### config.mk
export PLATFORM = sky130hd
export DESIGN_NAME = tms_ram
export DESIGN_NICKNAME = d
export VERILOG_FILES = /design/src/tms_ram.sv
export SDC_FILE = /design/constraint.sdc
export NUM_CORES = 2
export LEC_CHECK = 0
export CAP_MARGIN = 15
export CELL_PAD_IN_SITES_DETAIL_PLACEMENT = 0
export CELL_PAD_IN_SITES_GLOBAL_PLACEMENT = 1
export CORE_MARGIN = 1
export CORE_UTILIZATION = 30
export CTS_CLUSTER_SIZE = 8
export DETAILED_ROUTE_END_ITERATION = 10
export DONT_BUFFER_PORTS = 1
export GPL_ROUTABILITY_DRIVEN = 0
export PLACE_DENSITY = 0.54
export SLEW_MARGIN = 10
export SYNTH_ARGS = -nofsm -noshare
export SYNTH_HDL_FRONTEND = slang
export SYNTH_SLANG_ARGS = --single-unit
### constraint.sdc
create_clock -name clk_i -period 3.3 [get_ports clk_i]
set_input_delay 0.33 -clock clk_i [delete_from_list [all_inputs] [get_ports clk_i]]
set_output_delay 0.33 -clock clk_i [all_outputs]
set_load 0.05 [all_outputs]
### src/tms_ram.sv
// Generic single-port-write, single-port-read RAM with registered read data.
`timescale 1ns / 1ps
`default_nettype none

module tms_ram #(
  parameter int WIDTH = 8,
  parameter int DEPTH = 256
) (
  input  logic                     clk_i,
  input  logic                     we_i,
  input  logic [$clog2(DEPTH)-1:0] waddr_i,
  input  logic [WIDTH-1:0]         wdata_i,
  input  logic [$clog2(DEPTH)-1:0] raddr_i,
  output logic [WIDTH-1:0]         rdata_o
);

  logic [WIDTH-1:0] mem_q [DEPTH];
  logic [WIDTH-1:0] rdata_q;

  always_ff @(posedge clk_i) begin
    if (we_i) begin
      mem_q[waddr_i] <= wdata_i;
    end
    rdata_q <= mem_q[raddr_i];
  end

  assign rdata_o = rdata_q;

endmodule

`default_nettype wire

* After elaboration in Yosys (flattened, before gate mapping)
Memory sizes are Yosys's and may differ from the RTL's. A register that Yosys moved wholly into a read port is not among the register bits. Index checks and enable logic that the tools add are counted.
Cells by class: mux-type cells 2
Operators with widths (count):
- 2-to-1 mux 1 bit | 2
Storage, ports and cells: register bits after elaboration 0, memories 1, RAM bits 2048
Memories:
- mem_q | depth 256, width 8, rd ports 1, clocked after Yosys merged registers in 1, write ports 1, line 17 | logic [WIDTH-1:0] mem_q [DEPTH];

* Longest topological paths before layout
word-level depth 2, mapped depth 11

* Worst setup path after synthesis
No wires, ideal clock.
path kind input to register, from input raddr_i[0], to register rdata_q[2], in the netlist rdata_o[2] (read register of mem_q), data arrival time 2.137 ns, slack 1.032 ns, buffers on the path 4, stages 9, required time 3.169 ns, cells stage by stage buf_6 -> buf_12 -> buf_8 -> buf_2 -> mux4_2 -> a22oi_1 -> a21oi_1 -> nor4_1 -> nor4_2
RTL lines:
- from (decl) | line 13 | input logic [$clog2(DEPTH)-1:0] raddr_i,
- to (decl) | line 18 | logic [WIDTH-1:0] rdata_q;

==> key figures <==
Logic synthesis
  – Synth top area cells: edfxtp_1 (77%), mux4_2 (13%), mux2i_1 (1.7%)
  – Synthesized Nets: 3759
  – Register area share after synthesis: 77.5%
  – Synth cell types: 55
  – Mapped Area: 79600 um^2
  – Cell count after synthesis: 3733
  – Post-synth top cells: edfxtp_1 (2048), mux4_2 (454), nor2_1 (282), mux2i_1 (134), a22oi_1 (133)
  – Number of synthesized flops with an enable pin: 2048
  – Mean Syn Cell Area: 21.3 um^2
  – FF+latch count, synth: 2056
  – Post-synth top area cell: edfxtp_1
  – Synth async-reset ratio: 0%
  – Post-synth top area share: 77.3%
  – YS warnings: 0
  – Count leader, synth: edfxtp_1
  – Ys flop type: edfxtp_1

Setup path
  – Worst r2r path cells: 7
  – R2R setup slack: 200 ps
  – Crit-path slowest cell: mux4_2
  – Max incr delay on CP: 610 ps
  – Worst-path cell chain: buf_16, buf_16, mux4_2, a22o_1, a221oi_1, o32ai_1, nor3_1, buf_4, nor4_1
  – Cell mode on critical path: buf_16
  – R2r endpoint: rdata_o[5]
  – Crit-path max FO: 97
  – CP required: 4050 ps
  – R2r startpoint: mem_q[211][5]
  – CP Data Arrival Time: 3920 ps
  – Worst Setup End Kind: flop
  – Startpoint Class: input pin
  – Kind of critical path: input pin to flop

Min path
  – Hold-critical path depth: 0
  – Endpoint, Worst Hold: mem_q[30][2]
  – Worst min path class: input pin to flop
  – Hold path startpoint: wdata_i[2]

GRT
  – Busiest grt layer: met2
  – Met3 usage: 2.94%
  – Grt ovf: 0
  – First-pass GRT wire length: 306000 um
  – Number of antenna violations at the first check in global routing: 11
  – Pin count of the biggest net entering global routing: 579
  – GR Util All Layers: 16.1%
  – Number of global-route vias before repair: 40.5k
  – Met2 Usage GRT: 25.7%
  – Global-route met1 utilization: 22.2%

Timing
  – Final setup fails: 0
  – Minimum clock period after layout: 3170 ps
  – Clock Skew: 50.1 ps
  – Hold_ws: -405 ps
  – Fmax: 316 MHz
  – Slew HR: -25.6%
  – Setup ws final: 132 ps
  – Worst-Margin Slew: 1880 ps
  – Fin. max-slew vios: 116
  – Period utilization: 96.0%
  – Final hold vios: 845
  – RSZ-0062 raised after global routing: true

Clocking
  – Cts bufs inserted: 308
  – Longest Clk Path Bufs: 4
  – Worst-path clk slew: 50 ps
  – Worst-Skew Late Latency: 920 ps
  – Clock Tree Root: clkbuf_16
  – H-tree Lvls: 5
  – Clk sinks: 2056
  – TritonCTS clock tree: done

Route
  – Vias per cell: 5.07
  – Vias post-DR: 39.1k
  – Routed len/inst: 28.0 um
  – 1st-iter DRT viols: 4153
  – DRC: 0
  – Post-Route WL: 216000 um
  – 1st-pass router iterations: 5
  – Final ANT Viol Nets: 0

Floorplan
  – Die Ht: 517 um
  – IO Count: 34
  – Initial Util: 30.3%
  – Die W: 517 um
  – # rows: 188
  – Die ar.: 267000 um^2
  – Area of the core: 263000 um^2

Place
  – Area after DPL: 85100 um^2
  – Port buffer count: 0
  – HPWL after DPL: 119000 um
  – Post-Place Worst Slack: -216 ps

Final layout
  – Total Nets Final: 4191
  – Design area: 93700 um^2
  – Proportion of layout cells with a drive suffix above 1: 27.3%
  – Area Overhead vs Synth: 17.8%

Pwr
  – PwrDens: 624 nW/um^2
  – Worst vdd ir: 566 uV
  – Leakage power: 29.2 nW

Outcome
  – Status: finished, violations left
  – Violated checks: negative hold slack, max-slew violations

Flow run
  – Max-cap violations: 0
## layout by cell type, fill, tap and decap left out, types with 9 or more instances in the layout
cell	instances
a211oi_1	16
a21oi_1	96
a221oi_1	13
a22oi_1	133
buf_16	12
buf_4	317
clkbuf_1	22
clkbuf_16	313
dlygate4sd3_1	17
edfxtp_1	2048
mux2i_1	134
mux4_2	454
nand2_1	33
nand3_1	29
nand4_1	10
nor2_1	279
nor2b_1	28
nor3_1	22
nor4_1	18
nor4_2	9
o211ai_1	10
o21ai_0	10
o221ai_1	46
o22ai_1	28
## power breakdown
group          switching [mW]  total, mW  leakage [nW]  internal (mW)
clock network            10.5       27.2          3.95           16.8
logic                    1.29       2.20          6.74          0.916
registers               0.143       29.0          18.5           28.9
total                    11.9       58.5          29.2           46.5
## what timing repair did
action                     4_1_cts  5_1_grt
setup endpoints to repair        0        7
buffers inserted                 0        0
hold buffers                    15        8
gates resized for setup          0        4
hold endpoints to repair      2148     1701
## layout make-up
type,count,area (um^2)
Inverter,2,7.51
Timing Repair Buffer,355,3030
Clock inverter,14,158
Antenna cell,3,7.51
Fill cell,24400,169000
Multi-Input combinational cell,1442,16600
Clock buffer,334,7890
Sequential cell,2056,61700
Tap cell,3515,4400
## critical path, delay by kind of cell
| kind | cells | cell delay [ps] |
|---|---|---|
| compound gates | 3 | 960 |
| mux | 1 | 610 |
| simple gates | 2 | 570 |
| buf+inv | 3 | 1250 |
## metrics by stage
stage / TNS, ps / hold WS [ps] / utilization (%) / power, mW / instances
6_report: 0 / -405 / 35.6 / 58.5 / 7721
5_1_grt: -37.8 / -460 / 35.6 / 60.1 / 7719
4_1_cts: 0 / -402 / 35.5 / 58.6 / 7703
3_5_place_dp: -376 / 533 / 32.4 / 31.2 / 7340
3_3_place_gp: -1480 / 525 / 32.4 / 31.2 / 7338
2_1_floorplan: 0 / 429 / - / 30.8 / 3733
## flip-flops by register name, indices dropped and copies added, names as in the netlist
register / count
rdata_o: 8
mem_q: 2048
## kinds of logic (layout without fill, tap and decap cells)
group / Yosys count / count (layout) / share of synthesized area (%)
DFF: 2056 / 2056 / 77.5
muxes: 591 / 591 / 14.6
and+or+nand+nor: 466 / 466 / 2.63
AOI/OAI and AO/OA: 385 / 385 / 3.42
buffers and inverters: 235 / 705 / 1.83
other: 0 / 3 / 0
## per-layer routing
layer	wire length, um	part of all wire [%]	vias up
li1	-	-	16500
met1	94400	44	21100
met2	102000	47	1255
met3	13200	6.1	360
met4	6350	2.9	0
met5	0	0	-
## worst max path at each step
stage | startpoint | endpoint | slack [ps] | depth (start not counted)
after floorplan | raddr_i[0] | rdata_o[2] | 1030 | 9
after global placement | raddr_i[0] | rdata_o[5] | -360 | 7
after detailed placement | raddr_i[0] | rdata_o[5] | -220 | 7
after CTS | mem_q[211][5] | rdata_o[5] | 260 | 7
after global routing | raddr_i[0] | rdata_o[5] | -40 | 10
final | raddr_i[0] | rdata_o[5] | 130 | 9
Note: power is estimated with default switching activity, not from simulation.
