[src/tms_pkg.sv]
// Package: sizes, codes and shared types of the Turing machine stepper.
`timescale 1ns / 1ps
`default_nettype none

package tms_pkg;

  localparam int TAPE_DEPTH  = 256;
  localparam int TRANS_DEPTH = 64;
  localparam int STATE_COUNT = 16;

  localparam int STATE_W = $clog2(STATE_COUNT);
  localparam int SYM_W   = 8;
  localparam int TAPE_AW = $clog2(TAPE_DEPTH);
  localparam int ENTRY_W = 6;
  localparam int MOVE_W  = 2;
  localparam int CMD_W   = 2;
  localparam int LEFT_W  = $clog2(TRANS_DEPTH + 1);
  localparam int CFG_W   = 7;

  localparam logic [CMD_W-1:0] CMD_LOAD_TRANS = 2'd0;
  localparam logic [CMD_W-1:0] CMD_LOAD_TAPE  = 2'd1;
  localparam logic [CMD_W-1:0] CMD_RESTART    = 2'd2;
  localparam logic [CMD_W-1:0] CMD_STEP       = 2'd3;

  localparam logic [MOVE_W-1:0] MOVE_STAY  = 2'd0;
  localparam logic [MOVE_W-1:0] MOVE_RIGHT = 2'd1;
  localparam logic [MOVE_W-1:0] MOVE_LEFT  = 2'd2;

  localparam logic [TAPE_AW-1:0] HEAD_LAST = TAPE_AW'(TAPE_DEPTH - 1);

  typedef struct packed {
    logic [STATE_W-1:0] from_state;
    logic [SYM_W-1:0]   read_symbol;
    logic [STATE_W-1:0] to_state;
    logic [SYM_W-1:0]   write_symbol;
    logic [MOVE_W-1:0]  move;
  } entry_t;

  typedef struct packed {
    logic               valid;
    logic [STATE_W-1:0] state;
    logic [SYM_W-1:0]   symbol;
    logic [LEFT_W-1:0]  left;
    logic               hit;
    logic [STATE_W-1:0] to_state;
    logic [SYM_W-1:0]   write_symbol;
    logic [MOVE_W-1:0]  move;
  } tok_t;

endpackage

`default_nettype wire

[src/tms_cell.sv]
// Search cell: one transition entry and one stage of the match token chain.
`timescale 1ns / 1ps
`default_nettype none

module tms_cell
  import tms_pkg::*;
(
  input  logic   clk_i,
  input  logic   rst_ni,
  input  logic   we_i,
  input  entry_t entry_i,
  input  tok_t   tok_i,
  output tok_t   tok_o
);

  entry_t entry_q;
  tok_t   tok_d, tok_q;
  logic   match;

  always_ff @(posedge clk_i) begin
    if (we_i) begin
      entry_q <= entry_i;
    end
  end

  assign match = tok_i.valid && !tok_i.hit && (tok_i.left != '0) &&
                 (entry_q.from_state == tok_i.state) &&
                 (entry_q.read_symbol == tok_i.symbol);

  always_comb begin
    tok_d = tok_i;
    if (tok_i.left != '0) begin
      tok_d.left = tok_i.left - LEFT_W'(1);
    end
    if (match) begin
      tok_d.hit          = 1'b1;
      tok_d.to_state     = entry_q.to_state;
      tok_d.write_symbol = entry_q.write_symbol;
      tok_d.move         = entry_q.move;
    end
  end

  always_ff @(posedge clk_i or negedge rst_ni) begin
    if (!rst_ni) begin
      tok_q <= '0;
    end else begin
      tok_q <= tok_d;
    end
  end

  assign tok_o = tok_q;

endmodule

`default_nettype wire

[config.mk]
export PLATFORM = sky130hd
export DESIGN_NAME = tms_cell
export DESIGN_NICKNAME = d
export VERILOG_FILES = /design/src/tms_pkg.sv /design/src/tms_cell.sv
export SDC_FILE = /design/constraint.sdc
export NUM_CORES = 1
export LEC_CHECK = 0
export ABC_AREA = 1
export BUFFER_PORTS_ARGS = -buffer_cell sky130_fd_sc_hd__buf_2
export CAP_MARGIN = 5
export CORE_MARGIN = 2
export CORE_UTILIZATION = 47
export CTS_CLUSTER_DIAMETER = 120
export DETAILED_ROUTE_END_ITERATION = 7
export PLACE_DENSITY = 0.79
export SLEW_MARGIN = 30
export SYNTH_ARGS = -nofsm -noshare
export SYNTH_HDL_FRONTEND = slang
export SYNTH_SLANG_ARGS = --single-unit
[constraint.sdc]
create_clock -name clk_i -period 1.6 [get_ports clk_i]
set_clock_uncertainty 0.2 [all_clocks]
set_input_delay 0.08 -clock clk_i [delete_from_list [all_inputs] [get_ports clk_i]]
set_output_delay 0.08 -clock clk_i [all_outputs]
set_load 0.005 [all_outputs]
After elaboration in Yosys (flattened, before gate mapping)
Cells that the tools add are included.
W data, S select, Z words.

word-level totals
  register bits after elaboration = 61

cells by class
  equal/unequal tests = 2
  add/sub/neg operators = 1
  reductions and logical operators = 6
  muxes and demuxes = 2

operators with widths
  cell                   number
  $mux W15               1
  $eq A8 B8 Y1           1
  $mux W7                1
  $reduce_bool A7 Y1     1
  $sub A7 B1 Y7 const B  1
  $eq A4 B4 Y1           1
  $logic_and A1 B1 Y1    4
  $logic_not A1 Y1       1

Depth between registers and ports, before layout
  depth after elaboration = 6
  mapped depth = 11

Least setup slack after synthesis
No wires, ideal clock.

  kind = reg2reg
  start point = reg entry_q[18] (netlist name)
  end point = reg tok_q (netlist bit tok_o[10])
  slack = 0.179 ns
  data arrival time = 1.104 ns
  stages on the path, launching flop included = 10
  buffers on the path = 1
  library setup time = 0.116 ns
  path through = edfxtp_1 > nand2_1 > nand2_1 > nor2_1 > nand2_1 > nor2_8 > nand2_4 > buf_6 > nand2_1 > nand2_1

RTL lines
  item                    line            text
  start, declared         tms_cell.sv:16  entry_t entry_q;
  start signal, assigned  tms_cell.sv:22  entry_q <= entry_i;
  end signal, assigned    tms_cell.sv:47  tok_q <= tok_d;
  end, declared           tms_cell.sv:17  tok_t tok_d, tok_q;

==> results.md <==
- Total of max-cap violations: 0
- Startpoint kind of the worst setup timing path: input pin
- Overall track demand over capacity in global routing: 25.8%
- Fraction of the yosys area taken by sequential cells: 70.0%
- P_sw: 0.841 mW
- Total power divided by cell area: 947 nW/um^2
- Switching part of the total: 22.5%
- Commonest non-fill, non-tap cell in the layout: sky130_fd_sc_hd__buf_2
- Via count of the first global-routing pass: 2265
- Post-layout utilization of the core: 82.6%
- Internal power: 2.90 mW
- Die height: 75.0 microns
- Cells along the critical path: dlygate4sd3_1 -> buf_2 -> nand2_1 -> nand2_1 -> nor2_1 -> nand2_2 -> nor2_4 -> buf_6 -> nand3_2 -> nand2_2
- Die outline area: 5620 sq um
- Starting utilization of the core area: 49.5%
- CTS Buffer Depth: 2
- Reg clk slew, reported paths: 70 ps
- Worst Path Arrival: 1730 ps
- Hold Slack: 25.0 ps
- DRC errors left: 0
- Syn_nets: 276
- Number of inserted filler cells in the final layout: 270
- Hpwl dp: 3.45 mm
- Clock net sink count: 61
- Wire length on met2: 4.17 mm
- Floorplan Core Area: 4790 sq um
- Yosys top cell area share: 37.0%
- Number of antenna violations at the first check in global routing: 0
- Logic pwr share: 12.5%
- Area growth from synthesis to final layout: 67.0%
- Post-route fraction of the period consumed by the critical path: 104%
- Count of final hold-check violations: 0
- Static Leakage: 1.97 nW
- Yosys Warn Count: 0
- Maximum number of pins on one net before global-route repair: 36
- Post-synthesis cell count: 210
- Number of nets in the finished design: 459
- CTS tree: yes
- Most used cells in the layout excluding fill and tap cells: sky130_fd_sc_hd__buf_2 (96), sky130_fd_sc_hd__dlygate4sd3_1 (71), sky130_fd_sc_hd__nand2_1 (59)
- Number of antenna-violating nets in the routed design: 0
- Post-Place Worst Slack: 4.31 ps
- Final Wtd Congestion: 0.718
- Library cell with the largest summed area after synthesis: sky130_fd_sc_hd__dfrtp_1
- Slowest stage delay, CP: 540 ps
- Critical Path End Type: register
- Detailed-routing iteration count for the pre-antenna-repair pass: 5
- Violations in the final reports: setup timing
- Setup repair after global routing missed its margin: yes
- Final setup fails: 12
- Maximum clock frequency: 604 MHz
- Antenna fix cells: 0
- Io pins: 99
- Detailed-route wire length on metal 1: 2.48 mm
- Final Routed Wirelength: 7.17 mm
- Clock latency at the later pin of the worst-skew pair: 340 ps
- Highest metal layer with signal wires: met4
- First-pass GRT wire length: 10.1 mm
- Number of CTS-inserted buffers: 9
- Rows: 25
- Port bufs: 98
- Slowest cell on the critical path: sky130_fd_sc_hd__dlygate4sd3_1
- Share of layout cells above drive strength 1: 35.7%
- Total number of vias: 2172
- Number of register bits inferred by synthesis: 61
- Worst IR drop on VDD: 0.799 mV
- Post-route worst setup slack: -56.9 ps
- Transition time of the tightest slew-check pin: 606 ps
- Worst slew margin relative to its limit: 59.6%
- Area contributors post-synth: sky130_fd_sc_hd__dfrtp_1 (37%), sky130_fd_sc_hd__edfxtp_1 (33%), sky130_fd_sc_hd__nand2_1 (11%), sky130_fd_sc_hd__inv_1 (4.4%), sky130_fd_sc_hd__nand3_1 (3.8%)
- Max H-tree Level: 3
- Via count normalized by instance count: 4.67
- Classification of the worst-slack hold path: input pin to register
- Wire length on met3: 323 microns
- DRC violation total after the first TritonRoute iteration: 92
- Post-Route Setup TNS: -411 ps
- Number of unique standard cell types used by synthesis: 21
- Status: complete, but fails checks
- Clock power frac: 39.8%
- Part of the power in registers: 47.7%
- Average wire per cell in the routed design: 15.4 microns
- Cell type group with the largest total delay on the critical path: buffers and inverters
- Total overflow reported by the global router: 0
- Required time worst endpoint: 1680 ps
- Post-Syn Area: 2370 sq um
- Avg Synthesized Cell Area: 11.3 sq um
- Maximum fanout along the worst path: 10
- Worst Path Buf+Inv: 3
- Die Wd: 75.0 microns
- Final number of max-transition violations: 0
- Kind of critical path: input pin to register
- Cell at the root of the clock tree: sky130_fd_sc_hd__clkbuf_8
- Min cycle time layout: 1660 ps
[routing by layer]
metal	up-vias	track usage, %
li1	1026	-
met1	1025	25.1
met2	99	49.2
met3	22	6.56
met4	0	13.9
met5	-	0
[timing repair]
action,4_1_cts,5_1_grt
endpoints found under the setup margin,9,16
hold buffers,71,0
cloned,0,1
endpoints found under the hold margin,96,0
pin swaps,1,4
resized for setup,0,16
setup buffers,1,3
[path summary, 6_finish.rpt]
path                                  start        end  slack (ps)  cells after the start
worst max-delay path              tok_i[33]  tok_o[13]         -60                     10
worst min-delay path              tok_i[21]  tok_o[20]          30                      5
worst max register to register  entry_q[22]  tok_o[13]         -50                      8
worst min register to register  entry_q[11]  tok_o[11]         310                      2
max in group asynchronous            rst_ni  tok_o[22]         780                      3
min in group asynchronous            rst_ni  tok_o[10]         110                      3
[registers in the layout, summed over array words and instances, names as in the netlist]
register and flops:
tok_o 35, entry_q 26
[worst reg2reg max path, stage by stage, from the launching register on]
cell,delay (ps)
sky130_fd_sc_hd__edfxtp_1,400
sky130_fd_sc_hd__nand2_1,90
sky130_fd_sc_hd__nand2_1,50
sky130_fd_sc_hd__nor2_1,130
sky130_fd_sc_hd__nand2_2,100
sky130_fd_sc_hd__nor2_4,240
sky130_fd_sc_hd__buf_6,190
sky130_fd_sc_hd__nand3_2,110
sky130_fd_sc_hd__nand2_2,90
[cell usage after synthesis, drive strengths merged]
cell type / n
nor2: 15
nand3: 19
inv: 30
ha: 2
a21oi: 3
nand4: 1
o21ai: 2
xnor2: 1
buf: 3
or2: 1
xor2: 3
dfrtp: 35
nand2: 69
edfxtp: 26
[kinds of logic after synthesis]
logic type	Yosys count	share of synthesized area, %
DFF	61	70.0
and+or+nand+nor	105	20.6
xor gates and xnor gates	4	1.48
AOI/OAI and AO/OA	5	1.06
adders and majority gates	2	1.06
buffers and inverters	33	5.87
[area by class of cell]
class | count | area, sq um | share of cell area (%)
clock buffer | 10 | 138 | 3.48
clock inverter | 6 | 76.3 | 1.93
inverter | 30 | 115 | 2.91
multi-input combinational | 117 | 623 | 15.8
sequential | 61 | 1660 | 41.9
tap | 67 | 83.8 | 2.12
timing repair buffer | 174 | 1260 | 31.9
[power by group through the flow]
stage / Combinational, mW / Clock (mW) / Sequential (mW)
after floorplan: 0.106 / 0 / 1.81
after global placement: 0.294 / 0 / 1.80
after detailed placement: 0.301 / 0 / 1.81
after CTS: 0.441 / 1.49 / 1.78
after global routing: 0.510 / 1.58 / 1.79
final: 0.470 / 1.49 / 1.78
[through the flow]
step	area (sq um)	total power, mW	cells
2_1_floorplan	2370	1.92	210
4_1_cts	3880	3.70	463
3_3_place_gp	2940	2.10	375
5_1_grt	3950	3.88	465
6_report	3950	3.74	465
3_5_place_dp	2940	2.11	375
Note: power is estimated with default switching activity, not from simulation.
